**config.mk**
```make
export PLATFORM = sky130hd
export DESIGN_NAME = rc4_stream_cipher
export DESIGN_NICKNAME = d
export VERILOG_FILES = /design/src/rc4_pkg.sv /design/src/rc4_keys.sv /design/src/rc4_core.sv /design/src/rc4_stream_cipher.sv
export VERILOG_INCLUDE_DIRS = /design/src /design/src/src
export SDC_FILE = /design/constraint.sdc
export NUM_CORES = 2
export LEC_CHECK = 0
export ABC_AREA = 0
export ABC_CLOCK_PERIOD_IN_PS = 9490
export CAP_MARGIN = 0
export CORE_AREA = 2 2 522 524
export CTS_BUF_LIST = sky130_fd_sc_hd__clkbuf_8
export DETAILED_ROUTE_END_ITERATION = 6
export DIE_AREA = 0 0 524 526
export DONT_BUFFER_PORTS = 1
export HOLD_SLACK_MARGIN = 0.06
export PLACE_DENSITY = 0.57
export SLEW_MARGIN = 10
export SYNTH_ARGS = -nofsm -noshare
export SYNTH_HDL_FRONTEND = slang
export SYNTH_SLANG_ARGS = --single-unit
```
**constraint.sdc**
```tcl
create_clock -name clk -period 9.49 [get_ports clk]
set_clock_uncertainty 0.15 [all_clocks]
set_input_delay 0.949 -clock clk [delete_from_list [all_inputs] [get_ports clk]]
set_output_delay 0.949 -clock clk [all_outputs]
set_load 0.02 [all_outputs]
```
**src/rc4_stream_cipher_assert.svh**
```systemverilog
// assertion macros for the rc4 stream cipher
`ifndef RC4_STREAM_CIPHER_ASSERT_SVH
`define RC4_STREAM_CIPHER_ASSERT_SVH

// same-cycle implication, sampled on clk, off during reset
`define RC4_ASSERT_SAME(lbl, ante, cons, msg) \
	lbl: assert property (@(posedge clk) disable iff (!arst_n) (ante) |-> (cons)) \
		else $error(msg);

// next-cycle implication, sampled on clk, off during reset
`define RC4_ASSERT_NEXT(lbl, ante, cons, msg) \
	lbl: assert property (@(posedge clk) disable iff (!arst_n) (ante) |=> (cons)) \
		else $error(msg);

`endif

```
**src/rc4_pkg.sv**
```systemverilog
// shared types and constants for the rc4 stream cipher
`default_nettype none

package rc4_pkg;

	localparam int REG_IDX_W = 2;

	localparam logic [REG_IDX_W-1:0] REG_KEY_LO  = 2'd0;
	localparam logic [REG_IDX_W-1:0] REG_KEY_HI  = 2'd1;
	localparam logic [REG_IDX_W-1:0] REG_KEY_LEN = 2'd2;

	localparam int REG_DATA_W = 64;
	localparam int KEY_LEN_W  = 5;
	localparam logic [KEY_LEN_W-1:0] KEY_LEN_RESET = 5'd16;

	localparam logic CMD_DATA  = 1'b0;
	localparam logic CMD_REKEY = 1'b1;

	typedef struct packed {
		logic       cmd;
		logic [7:0] data;
		logic       last;
	} rc4_item_t;

	typedef struct packed {
		logic [7:0] data;
		logic       rekey_done;
		logic       not_keyed;
		logic       last;
	} rc4_res_t;

	typedef struct packed {
		logic clr;
		logic adv;
	} rc4_kctl_t;

endpackage

`default_nettype wire

```
**src/rc4_keys.sv**
```systemverilog
// key register file with cyclic key byte pointer
`default_nettype none

module rc4_keys #(
	parameter int MAX_KEY_BYTES = 16
) (
	input  wire logic                                 clk,
	input  wire logic                                 arst_n,
	input  wire logic                                 wr_en,
	input  wire logic [rc4_pkg::REG_IDX_W-1:0]        wr_index,
	input  wire logic [rc4_pkg::REG_DATA_W-1:0]       wr_data,
	input  wire rc4_pkg::rc4_kctl_t                   kctl,
	output      logic [7:0]                           key_byte
);
	import rc4_pkg::*;

	localparam int KIDX_W = (MAX_KEY_BYTES > 1) ? $clog2(MAX_KEY_BYTES) : 1;

	logic [7:0]           key_q [MAX_KEY_BYTES];
	logic [KEY_LEN_W-1:0] len_q;
	logic [KEY_LEN_W-1:0] len_m1;
	logic [KIDX_W-1:0]    kptr_q;

	always_comb begin
		if (len_q == '0) begin
			len_m1 = '0;
		end else if (len_q > KEY_LEN_W'(MAX_KEY_BYTES)) begin
			len_m1 = KEY_LEN_W'(MAX_KEY_BYTES - 1);
		end else begin
			len_m1 = len_q - 1'b1;
		end
	end

	always_ff @(posedge clk or negedge arst_n) begin
		if (!arst_n) begin
			for (int b = 0; b < MAX_KEY_BYTES; b++) begin
				key_q[b] <= '0;
			end
			len_q <= KEY_LEN_RESET;
		end else if (wr_en) begin
			for (int b = 0; b < MAX_KEY_BYTES; b++) begin
				if (wr_index == ((b < 8) ? REG_KEY_LO : REG_KEY_HI)) begin
					key_q[b] <= wr_data[(b % 8) * 8 +: 8];
				end
			end
			if (wr_index == REG_KEY_LEN) begin
				len_q <= wr_data[KEY_LEN_W-1:0];
			end
		end
	end

	always_ff @(posedge clk or negedge arst_n) begin
		if (!arst_n) begin
			kptr_q <= '0;
		end else if (kctl.clr) begin
			kptr_q <= '0;
		end else if (kctl.adv) begin
			if (kptr_q == len_m1[KIDX_W-1:0]) begin
				kptr_q <= '0;
			end else begin
				kptr_q <= kptr_q + 1'b1;
			end
		end
	end

	assign key_byte = key_q[kptr_q];

endmodule

`default_nettype wire

```
**src/rc4_core.sv**
```systemverilog
// permutation memory and sequencer for key schedule and keystream steps
`default_nettype none

module rc4_core (
	input  wire logic                clk,
	input  wire logic                arst_n,
	input  wire logic                in_valid,
	output      logic                in_ready,
	input  wire rc4_pkg::rc4_item_t  in_item,
	output      logic                res_valid,
	input  wire logic                res_ready,
	output      rc4_pkg::rc4_res_t   res,
	output      rc4_pkg::rc4_kctl_t  kctl,
	input  wire logic [7:0]          key_byte
);
	import rc4_pkg::*;

	typedef enum logic [3:0] {
		S_IDLE,
		S_FILL,
		S_KA,
		S_KB,
		S_KC,
		S_KD,
		S_DA,
		S_DB,
		S_DC,
		S_RESP
	} state_t;

	state_t    state_q;
	logic [7:0] n_q;
	logic [7:0] i_q;
	logic [7:0] j_q;
	logic [7:0] a_q;
	logic [7:0] b_q;
	logic [7:0] t_q;
	logic       keyed_q;
	rc4_item_t  item_q;
	rc4_res_t   res_q;

	logic [7:0] mem [256];
	logic [7:0] rdata_q;
	logic       mem_we;
	logic [7:0] mem_waddr;
	logic [7:0] mem_wdata;
	logic [7:0] mem_raddr;
	logic [7:0] j_sched;
	logic [7:0] ks;

	assign j_sched = j_q + rdata_q + key_byte;

	// swapped entries win over the stale read
	always_comb begin
		if (t_q == j_q) begin
			ks = a_q;
		end else if (t_q == i_q) begin
			ks = b_q;
		end else begin
			ks = rdata_q;
		end
	end

	always_comb begin
		mem_we    = 1'b0;
		mem_waddr = n_q;
		mem_wdata = n_q;
		mem_raddr = n_q;
		kctl      = '0;
		unique case (state_q)
			S_IDLE: begin
				mem_raddr = i_q + 8'd1;
			end
			S_FILL: begin
				mem_we   = 1'b1;
				kctl.clr = 1'b1;
			end
			S_KA: begin
				mem_raddr = n_q;
			end
			S_KB: begin
				mem_raddr = j_sched;
			end
			S_KC: begin
				mem_we    = 1'b1;
				mem_waddr = n_q;
				mem_wdata = rdata_q;
			end
			S_KD: begin
				mem_we    = 1'b1;
				mem_waddr = j_q;
				mem_wdata = a_q;
				kctl.adv  = 1'b1;
			end
			S_DA: begin
				mem_raddr = j_q + rdata_q;
			end
			S_DB: begin
				mem_we    = 1'b1;
				mem_waddr = i_q;
				mem_wdata = rdata_q;
				mem_raddr = a_q + rdata_q;
			end
			S_DC: begin
				mem_we    = 1'b1;
				mem_waddr = j_q;
				mem_wdata = a_q;
			end
			S_RESP: begin
				mem_raddr = n_q;
			end
			default: begin
				mem_raddr = n_q;
			end
		endcase
	end

	always_ff @(posedge clk) begin
		if (mem_we) begin
			mem[mem_waddr] <= mem_wdata;
		end
		rdata_q <= mem[mem_raddr];
	end

	always_ff @(posedge clk or negedge arst_n) begin
		if (!arst_n) begin
			state_q <= S_IDLE;
			n_q     <= '0;
			i_q     <= '0;
			j_q     <= '0;
			a_q     <= '0;
			b_q     <= '0;
			t_q     <= '0;
			keyed_q <= 1'b0;
			item_q  <= '0;
			res_q   <= '0;
		end else begin
			unique case (state_q)
				S_IDLE: begin
					if (in_valid) begin
						item_q <= in_item;
						if (in_item.cmd == CMD_REKEY) begin
							n_q     <= '0;
							state_q <= S_FILL;
						end else if (!keyed_q) begin
							res_q   <= '{data: in_item.data, rekey_done: 1'b0,
								not_keyed: 1'b1, last: in_item.last};
							state_q <= S_RESP;
						end else begin
							i_q     <= i_q + 8'd1;
							state_q <= S_DA;
						end
					end
				end
				S_FILL: begin
					n_q <= n_q + 8'd1;
					if (n_q == 8'hFF) begin
						j_q     <= '0;
						state_q <= S_KA;
					end
				end
				S_KA: begin
					state_q <= S_KB;
				end
				S_KB: begin
					a_q     <= rdata_q;
					j_q     <= j_sched;
					state_q <= S_KC;
				end
				S_KC: begin
					state_q <= S_KD;
				end
				S_KD: begin
					n_q <= n_q + 8'd1;
					if (n_q == 8'hFF) begin
						i_q     <= '0;
						j_q     <= '0;
						keyed_q <= 1'b1;
						res_q   <= '{data: 8'h00, rekey_done: 1'b1,
							not_keyed: 1'b0, last: item_q.last};
						state_q <= S_RESP;
					end else begin
						state_q <= S_KA;
					end
				end
				S_DA: begin
					a_q     <= rdata_q;
					j_q     <= j_q + rdata_q;
					state_q <= S_DB;
				end
				S_DB: begin
					b_q     <= rdata_q;
					t_q     <= a_q + rdata_q;
					state_q <= S_DC;
				end
				S_DC: begin
					res_q   <= '{data: item_q.data ^ ks, rekey_done: 1'b0,
						not_keyed: 1'b0, last: item_q.last};
					state_q <= S_RESP;
				end
				S_RESP: begin
					if (res_ready) begin
						state_q <= S_IDLE;
					end
				end
				default: begin
					state_q <= S_IDLE;
				end
			endcase
		end
	end

	assign in_ready  = (state_q == S_IDLE);
	assign res_valid = (state_q == S_RESP);
	assign res       = res_q;

endmodule

`default_nettype wire

```
**src/rc4_stream_cipher.sv**
```systemverilog
// rc4 stream cipher top level with output register
//
// input beats: tuser selects data (0) or rekey (1), tdata is the byte, tlast is
// copied to the result. every beat yields exactly one output beat.
// keys are written on the wr_* port (index 0 key bytes 0-7, 1 key bytes 8-15,
// 2 key length) while the block is idle, a rule for the user that the block does not enforce.
// keyed data beat: after the accept in S_IDLE the core steps through S_DA, S_DB and
// S_DC to S_RESP, the read, swap and keystream read of the 256x8 permutation
// memory (one read and one write port); the next beat is taken back in S_IDLE.
// data before any rekey: passes through with tuser[1] set.
// rekey beat: identity fill of all 256 entries, then S_KA to S_KD for each entry of
// the key schedule; result has zero data and tuser[0] set.
// reset clears the indices, the keyed flag and the key registers (length 16);
// the permutation holds nothing until the first rekey.
// a stalled receiver holds the result in the output register; one more beat
// can be accepted and processed, then the block waits for m_axis_tready.
`default_nettype none

module rc4_stream_cipher #(
	parameter int MAX_KEY_BYTES = 16
) (
	input  wire logic                            clk,
	input  wire logic                            arst_n,
	input  wire logic                            s_axis_tvalid,
	output      logic                            s_axis_tready,
	input  wire logic [7:0]                      s_axis_tdata,  // data_in
	input  wire logic                            s_axis_tuser,  // command
	input  wire logic                            s_axis_tlast,
	output      logic                            m_axis_tvalid,
	input  wire logic                            m_axis_tready,
	output      logic [7:0]                      m_axis_tdata,  // data_out
	output      logic [1:0]                      m_axis_tuser,  // not_keyed, rekey_done
	output      logic                            m_axis_tlast,
	input  wire logic                            wr_en,
	input  wire logic [rc4_pkg::REG_IDX_W-1:0]   wr_index,
	input  wire logic [rc4_pkg::REG_DATA_W-1:0]  wr_data
);
	import rc4_pkg::*;

	rc4_item_t  in_item;
	rc4_res_t   res;
	rc4_res_t   out_q;
	rc4_kctl_t  kctl;
	logic       res_valid;
	logic       res_ready;
	logic       out_valid_q;
	logic [7:0] key_byte;

	assign in_item = '{cmd: s_axis_tuser, data: s_axis_tdata, last: s_axis_tlast};

	rc4_keys #(
		.MAX_KEY_BYTES(MAX_KEY_BYTES)
	) u_keys (
		.clk      (clk),
		.arst_n   (arst_n),
		.wr_en    (wr_en),
		.wr_index (wr_index),
		.wr_data  (wr_data),
		.kctl     (kctl),
		.key_byte (key_byte)
	);

	rc4_core u_core (
		.clk       (clk),
		.arst_n    (arst_n),
		.in_valid  (s_axis_tvalid),
		.in_ready  (s_axis_tready),
		.in_item   (in_item),
		.res_valid (res_valid),
		.res_ready (res_ready),
		.res       (res),
		.kctl      (kctl),
		.key_byte  (key_byte)
	);

	assign res_ready = !out_valid_q || m_axis_tready;

	always_ff @(posedge clk or negedge arst_n) begin
		if (!arst_n) begin
			out_valid_q <= 1'b0;
			out_q       <= '0;
		end else if (res_valid && res_ready) begin
			out_valid_q <= 1'b1;
			out_q       <= res;
		end else if (m_axis_tready) begin
			out_valid_q <= 1'b0;
		end
	end

	assign m_axis_tvalid = out_valid_q;
	assign m_axis_tdata  = out_q.data;
	assign m_axis_tuser  = {out_q.not_keyed, out_q.rekey_done};
	assign m_axis_tlast  = out_q.last;

`include "rc4_stream_cipher_assert.svh"

	`RC4_ASSERT_SAME(a_rekey_zero, m_axis_tvalid && m_axis_tuser[0], m_axis_tdata == 8'h00 && !m_axis_tuser[1], "rekey beat with data or not keyed flag")
	`RC4_ASSERT_NEXT(a_one_item, s_axis_tvalid && s_axis_tready, !s_axis_tready, "beat taken while busy")
	`RC4_ASSERT_NEXT(a_res_hold, res_valid && !res_ready, res_valid && $stable(res), "pending result lost")

endmodule

`default_nettype wire

```
## Word level (Yosys, flattened, before mapping)

Memory sizes are Yosys's and may differ from the RTL's. A register that Yosys moved wholly into a read port is not among the register bits.
Cells that the tools add are included.

| cells by class | value |
|---|---|
| add/sub/neg operators | 7 |
| magnitude comparators | 2 |
| equality and inequality tests | 24 |
| muxes and demuxes | 41 |
| bitwise logic cells | 2 |
| reductions and logical operators | 27 |

Operators by type and width:

| kind | number |
|---|---|
| $mux W8 | 10 |
| $pmux W8 S2 | 4 |
| $mux W11 | 4 |
| $mux W4 | 11 |
| $pmux W4 S10 | 1 |
| $pmux W11 S3 | 1 |
| $bmux W8 S4 | 1 |
| $pmux W8 S4 | 1 |
| $add A8 B8 Y8 | 3 |
| $pmux W8 S3 | 1 |
| $add A8 B1 Y8 const B | 2 |
| $eq A4 B3 Y1 const B | 4 |
| $eq A8 B8 Y1 | 2 |
| $ne A2 B1 Y1 const B | 6 |
| $reduce_and A2 Y1 | 6 |
| $reduce_and A5 Y1 | 2 |
| $eq A4 B2 Y1 const B | 2 |
| $eq A4 B4 Y1 const B | 2 |
| $eq A8 B8 Y1 const B | 1 |
| $reduce_bool A2 Y1 | 4 |
| $reduce_or A2 Y1 | 4 |
| $xor A8 B8 Y8 | 1 |
| $mux W1 | 7 |
| $ne A2 B2 Y1 const B | 3 |
| 18 further kinds | 20 |

| word-level totals | value |
|---|---|
| register bits | 222 |
| RAM bits | 2048 |
| input port bits | 81 |
| output and inout port bits | 13 |
| memories kept | 1 |

Memory list:

| memory | depth | width | read ports | clocked after memory_dff | write ports | RTL line | RTL |
|---|---|---|---|---|---|---|---|
| u_core.mem | 256 | 8 | 1 | 1 | 1 | rc4_core.sv:42 | `logic [7:0] mem [256];` |

## Logic depth before layout (Yosys ltp)

| logic depth | value |
|---|---|
| depth in word-level cells | 7 |
| mapped depth | 24 |
| mapped depth without buffers | 16 |

## Modules after synthesis

From an unflattened synthesis, not the netlist that was laid out.

| second synthesis, totals | value |
|---|---|
| cell total of the unflattened synthesis | 6746 |
| area, all modules | 93972.6 um^2 |

Modules (own cells, without submodules):

| module | times used | cells each | area an instance (um^2) |
|---|---|---|---|
| rc4_core | 1 | 6271 | 87079.8 |
| rc4_keys | 1 | 448 | 6378.6 |
| rc4_stream_cipher | 1 | 27 | 514.2 |

## Least setup slack after synthesis

Ideal clock, no wire load.

| path | value |
|---|---|
| path type | flip-flop to flip-flop |
| start | register u_keys.kptr_q[0] |
| end | register u_core.rdata_q[6], read port of u_core.mem |
| setup time | 120 ps |
| arrival time | 5655 ps |
| required time | 9220 ps |
| path slack | 3565 ps |
| cell stages (with the launch flop) | 22 |
| buffers on the path | 6 |
| clock period less this slack | 5925 ps |
| cell sequence | dfrtp_1 -> buf_2 -> buf_1 -> buf_1 -> mux4_2 -> a22oi_1 -> nand2_1 -> ha_1 -> fa_1 -> a21o_1 -> a211oi_1 -> o31ai_1 -> a2111oi_0 -> or2_2 -> buf_2 -> buf_2 -> buf_1 -> mux2i_1 -> mux2i_1 -> a22oi_1 -> a211oi_1 -> a211o_1 |

| between the ends | value |
|---|---|
| longest elaborated chain between the ends | 6 |

RTL lines:

| what | RTL line | RTL |
|---|---|---|
| from (decl) | rc4_keys.sv:22 | `logic [KIDX_W-1:0] kptr_q;` |
| from (signal assigned) | rc4_keys.sv:61 | `kptr_q <= kptr_q + 1'b1;` |
| $not A4 Y5 (not written as such) | rc4_keys.sv:66 | `assign key_byte = key_q[kptr_q];` |
| $bmux W8 S4 | rc4_keys.sv:66 |  |
| $mux W8 (not written as such) (2 in a row) | rc4_keys.sv:66 |  |
| $add A8 B8 Y8 | rc4_core.sv:51 | `assign j_sched = j_q + rdata_q + key_byte;` |
| $pmux W8 S4 | rc4_core.sv:70 | `unique case (state_q)` |
| to (decl) | rc4_core.sv:43 | `logic [7:0] rdata_q;` |

No other way between the ends. The select of a mux whose other input is x is not followed.
A chain may end at the register's enable or synchronous reset.

## Worst setup path after layout

Ends and elaborated chain as after synthesis.

==> impl_metrics.ini <==
[logic_synthesis]
seq_area_frac_synth_pct = 71.5
synthArstFlopShare_pct = 9.75
ys_top_cells_by_area = edfxtp_1 65%, dfrtp_1 5.9%, nand2_1 5.5%
synth_area_um2 = 94000
synth_warnings = 0
synthFlopType = edfxtp_1
synth_top_area_share_pct = 65.4
netlist_instances = 6760
synth-edff-count = 2048
synth_top_area_cell = edfxtp_1
synth-seq-cells = 2278
yosysUniqueCellTypes = 82
syn_area_per_cell_um2 = 13.9
ys_top_cells_by_count = 2048 x edfxtp_1, 1387 x nand2_1, 370 x mux2i_1, 335 x a21oi_1, 323 x nand3_1
synth.most_common_cell = edfxtp_1
synthesis.nets = 6869

[global_route]
grt_pass1_vias = 57297
antenna_found_initial = 21
grt_usage_pct = 19.3
grt-ovfl-total = 0
grt_max_degree = 223
grt_pass1_wl_um = 398000

[routing]
vias = 59164
met3WireLength_um = 23300
finalWirelength_um = 274000
ant_nets = 0
vias_per_cell = 5.50
first_pass_iters = 6
drt_iter0_drc = 7392
routed-wl-met2_um = 126000
wl_per_cell_um = 25.5
maxUsedRoutingLayer = met5
remaining_drc_errors = 0
wl_met1_um = 114000

[hold_path]
min_path_cells = 3
min_to = u_core.state_q[0]$_DFFE_PN0P_
min_from = s_axis_tvalid
hold_path.class = input port to flop

[clock_tree]
cts_resized = 0
clk_latency_ns = 1.04
htree_num_levels = 5
numCtsBuffers = 378
cts_tree = yes
clk_pin_slew_worst_paths_ns = 0.06
clock-root-buffer = clkbuf_8
numClockSinks = 2278
cts_buffer_depth = 4

[floorplanning]
ios = 94
die_x_um = 524
start_util_pct = 34.8
die-area_um2 = 276000
rows = 191
die_y_um = 526
coreArea_um2 = 270000

[outcome]
outcome = complete, no violations

[worst_setup_path]
critPathArrivalTime_ns = 8.28
r2r_end = u_core.rdata_q[6]$_DFF_P_
cp_slowest_cell = dfrtp_2
rrSetupSlack_ns = 2.00
rr_startpoint = u_keys.kptr_q[0]$_DFFE_PN0N_
crit_chain = buf_4, mux2i_1, o221ai_1, o22ai_1, a21oi_1, ha_1, o21ai_0, nor2_1, o31ai_1, a2111oi_0, buf_4, or2_4, buf_4, mux2i_1, mux2i_1, a22oi_1, a211oi_1, a211o_1
endpoint_kind = flop
start_kind = flop
ff2ff_path_depth = 18
critPathKind = flop to flop
crit_required_ns = 10.28
max_stage_delay_ns = 0.96
cp_num_buf_inv = 3
crit_path_max_fanout = 55
critPathTopFamily = compound AO/OA/AOI/OAI gates

[sta]
fin_setup_tns_ns = 0
hold_violations = 0
setup_viol = 0
worstMarginPinSlew_ns = 1.25
period_needed_ns = 7.49
period_share_pct = 79.0
rsz0062_at_grt = no
finalMaxSlewViolations = 0
fmax_mhz = 133
timing.slew.headroom_pct = 16.6

[final_layout]
fin_cells = 10749
drive_gt1_share_pct = 11.5
register_area_um2 = 67200
syn2layout_area_growth_pct = 11.8
final_cell_area_um2 = 105000
final.fill_count = 25044
nets = 6993
utilization_pct = 38.9
multi_input_area_um2 = 24600

[placement]
dp_cells = 9997
port_buffers = 0
placed_area_um2 = 97600
gp_congestion = 0.894
hpwl_um = 160000

[job]
maxCapViolCount = 0
[repair_timing]
item | in CTS | in global routing
hold endpoints to repair | 378 | 0
setup endpoints to repair | 0 | 0
setup buffers | 0 | 0
hold buffers | 77 | 0
[per-layer routing]
layer | global-route usage, % | vias up
met5 | 0 | -
met4 | 7.55 | 6
li1 | - | 25808
met2 | 29.8 | 2797
met1 | 26.8 | 30025
met3 | 3.52 | 528
[layout by cell type, fill, tap and decap left out, types with 69 or more instances in the layout]
cell,Yosys,routed
mux2i_1,370,370
edfxtp_1,2048,2048
dfrtp_1,221,220
buf_4,54,107
nand3_1,323,318
nor2_1,312,304
nand2_1,1387,1386
o22ai_1,69,69
clkinv_1,1,97
dlygate4sd3_1,0,76
clkbuf_8,0,393
a22oi_1,92,92
and3_1,148,148
a21oi_1,335,334
inv_1,25,146
mux2_2,162,162
a31oi_1,99,99
[metrics by stage]
| stage | hold WS [ns] | worst slack (ns) |
|---|---|---|
| after detailed placement | 0.317 | 2.16 |
| after floorplan | 0.296 | 3.57 |
| final | 0.132 | 2.00 |
| after CTS | 0.0635 | 2.06 |
| after global routing | 0.121 | 1.66 |
| after global placement | 0.307 | 2.21 |
[worst max path at each step]
stage	from	to	slack, ns	cells past startpoint
2_1_floorplan	u_keys.kptr_q[0]$_DFFE_PN0N_	u_core.rdata_q[6]$_DFF_P_	3.57	21
3_5_place_dp	u_keys.kptr_q[0]$_DFFE_PN0N_	u_core.rdata_q[6]$_DFF_P_	2.16	17
6_report	u_keys.kptr_q[0]$_DFFE_PN0N_	u_core.rdata_q[6]$_DFF_P_	2.00	18
3_3_place_gp	u_keys.kptr_q[0]$_DFFE_PN0N_	u_core.rdata_q[6]$_DFF_P_	2.21	17
5_1_grt	u_keys.kptr_q[0]$_DFFE_PN0N_	u_core.rdata_q[6]$_DFF_P_	1.66	17
4_1_cts	u_keys.kptr_q[0]$_DFFE_PN0N_	u_core.rdata_q[6]$_DFF_P_	2.06	17
[tightest hold or removal path, stage by stage]
cell and delay [ns]:
a21oi_1 0.04, o21bai_1 0.12, a32o_1 0.17
[area by class of cell]
class,instances,area share [%]
clock inverter,273,1.21
timing repair buffer,201,1.84
inverter,26,0.150
multi-input combinational,3999,23.4
antenna,9,0.0214
tap,3570,4.25
sequential,2278,64.0
clock buffer,393,5.15
[kinds of logic (layout without fill, tap and decap cells)]
| logic type | after synthesis | count (layout) | share of synthesized area (%) |
|---|---|---|---|
| AOI/OAI and AO/OA | 1042 | 1042 | 7.59 |
| other | 0 | 9 | 0 |
| muxes | 584 | 584 | 7.13 |
| xor gates and xnor gates | 52 | 52 | 0.515 |
| DFF | 2278 | 2278 | 71.5 |
| buffers and inverters | 483 | 893 | 2.46 |
| adders and majority gates | 28 | 28 | 0.397 |
| and+or+nand+nor | 2293 | 2293 | 10.4 |
[state kept, by name, summed over array words and instances, names as in the netlist, 8 cells and up]
| register | cells |
|---|---|
| u_core.mem | 2048 |
| u_core.n_q | 8 |
| u_core.j_q | 8 |
| u_core.t_q | 8 |
| u_core.a_q | 8 |
| u_core.rdata_q | 8 |
| u_keys.key_q | 128 |
| u_core.b_q | 8 |
| u_core.i_q | 8 |
| u_core.item_q | 9 |
| m_axis_tdata | 8 |
| u_core.res | 11 |
Power is not shown: default switching activity piles up to over one toggle a cycle in this logic, so the estimate is an artifact.
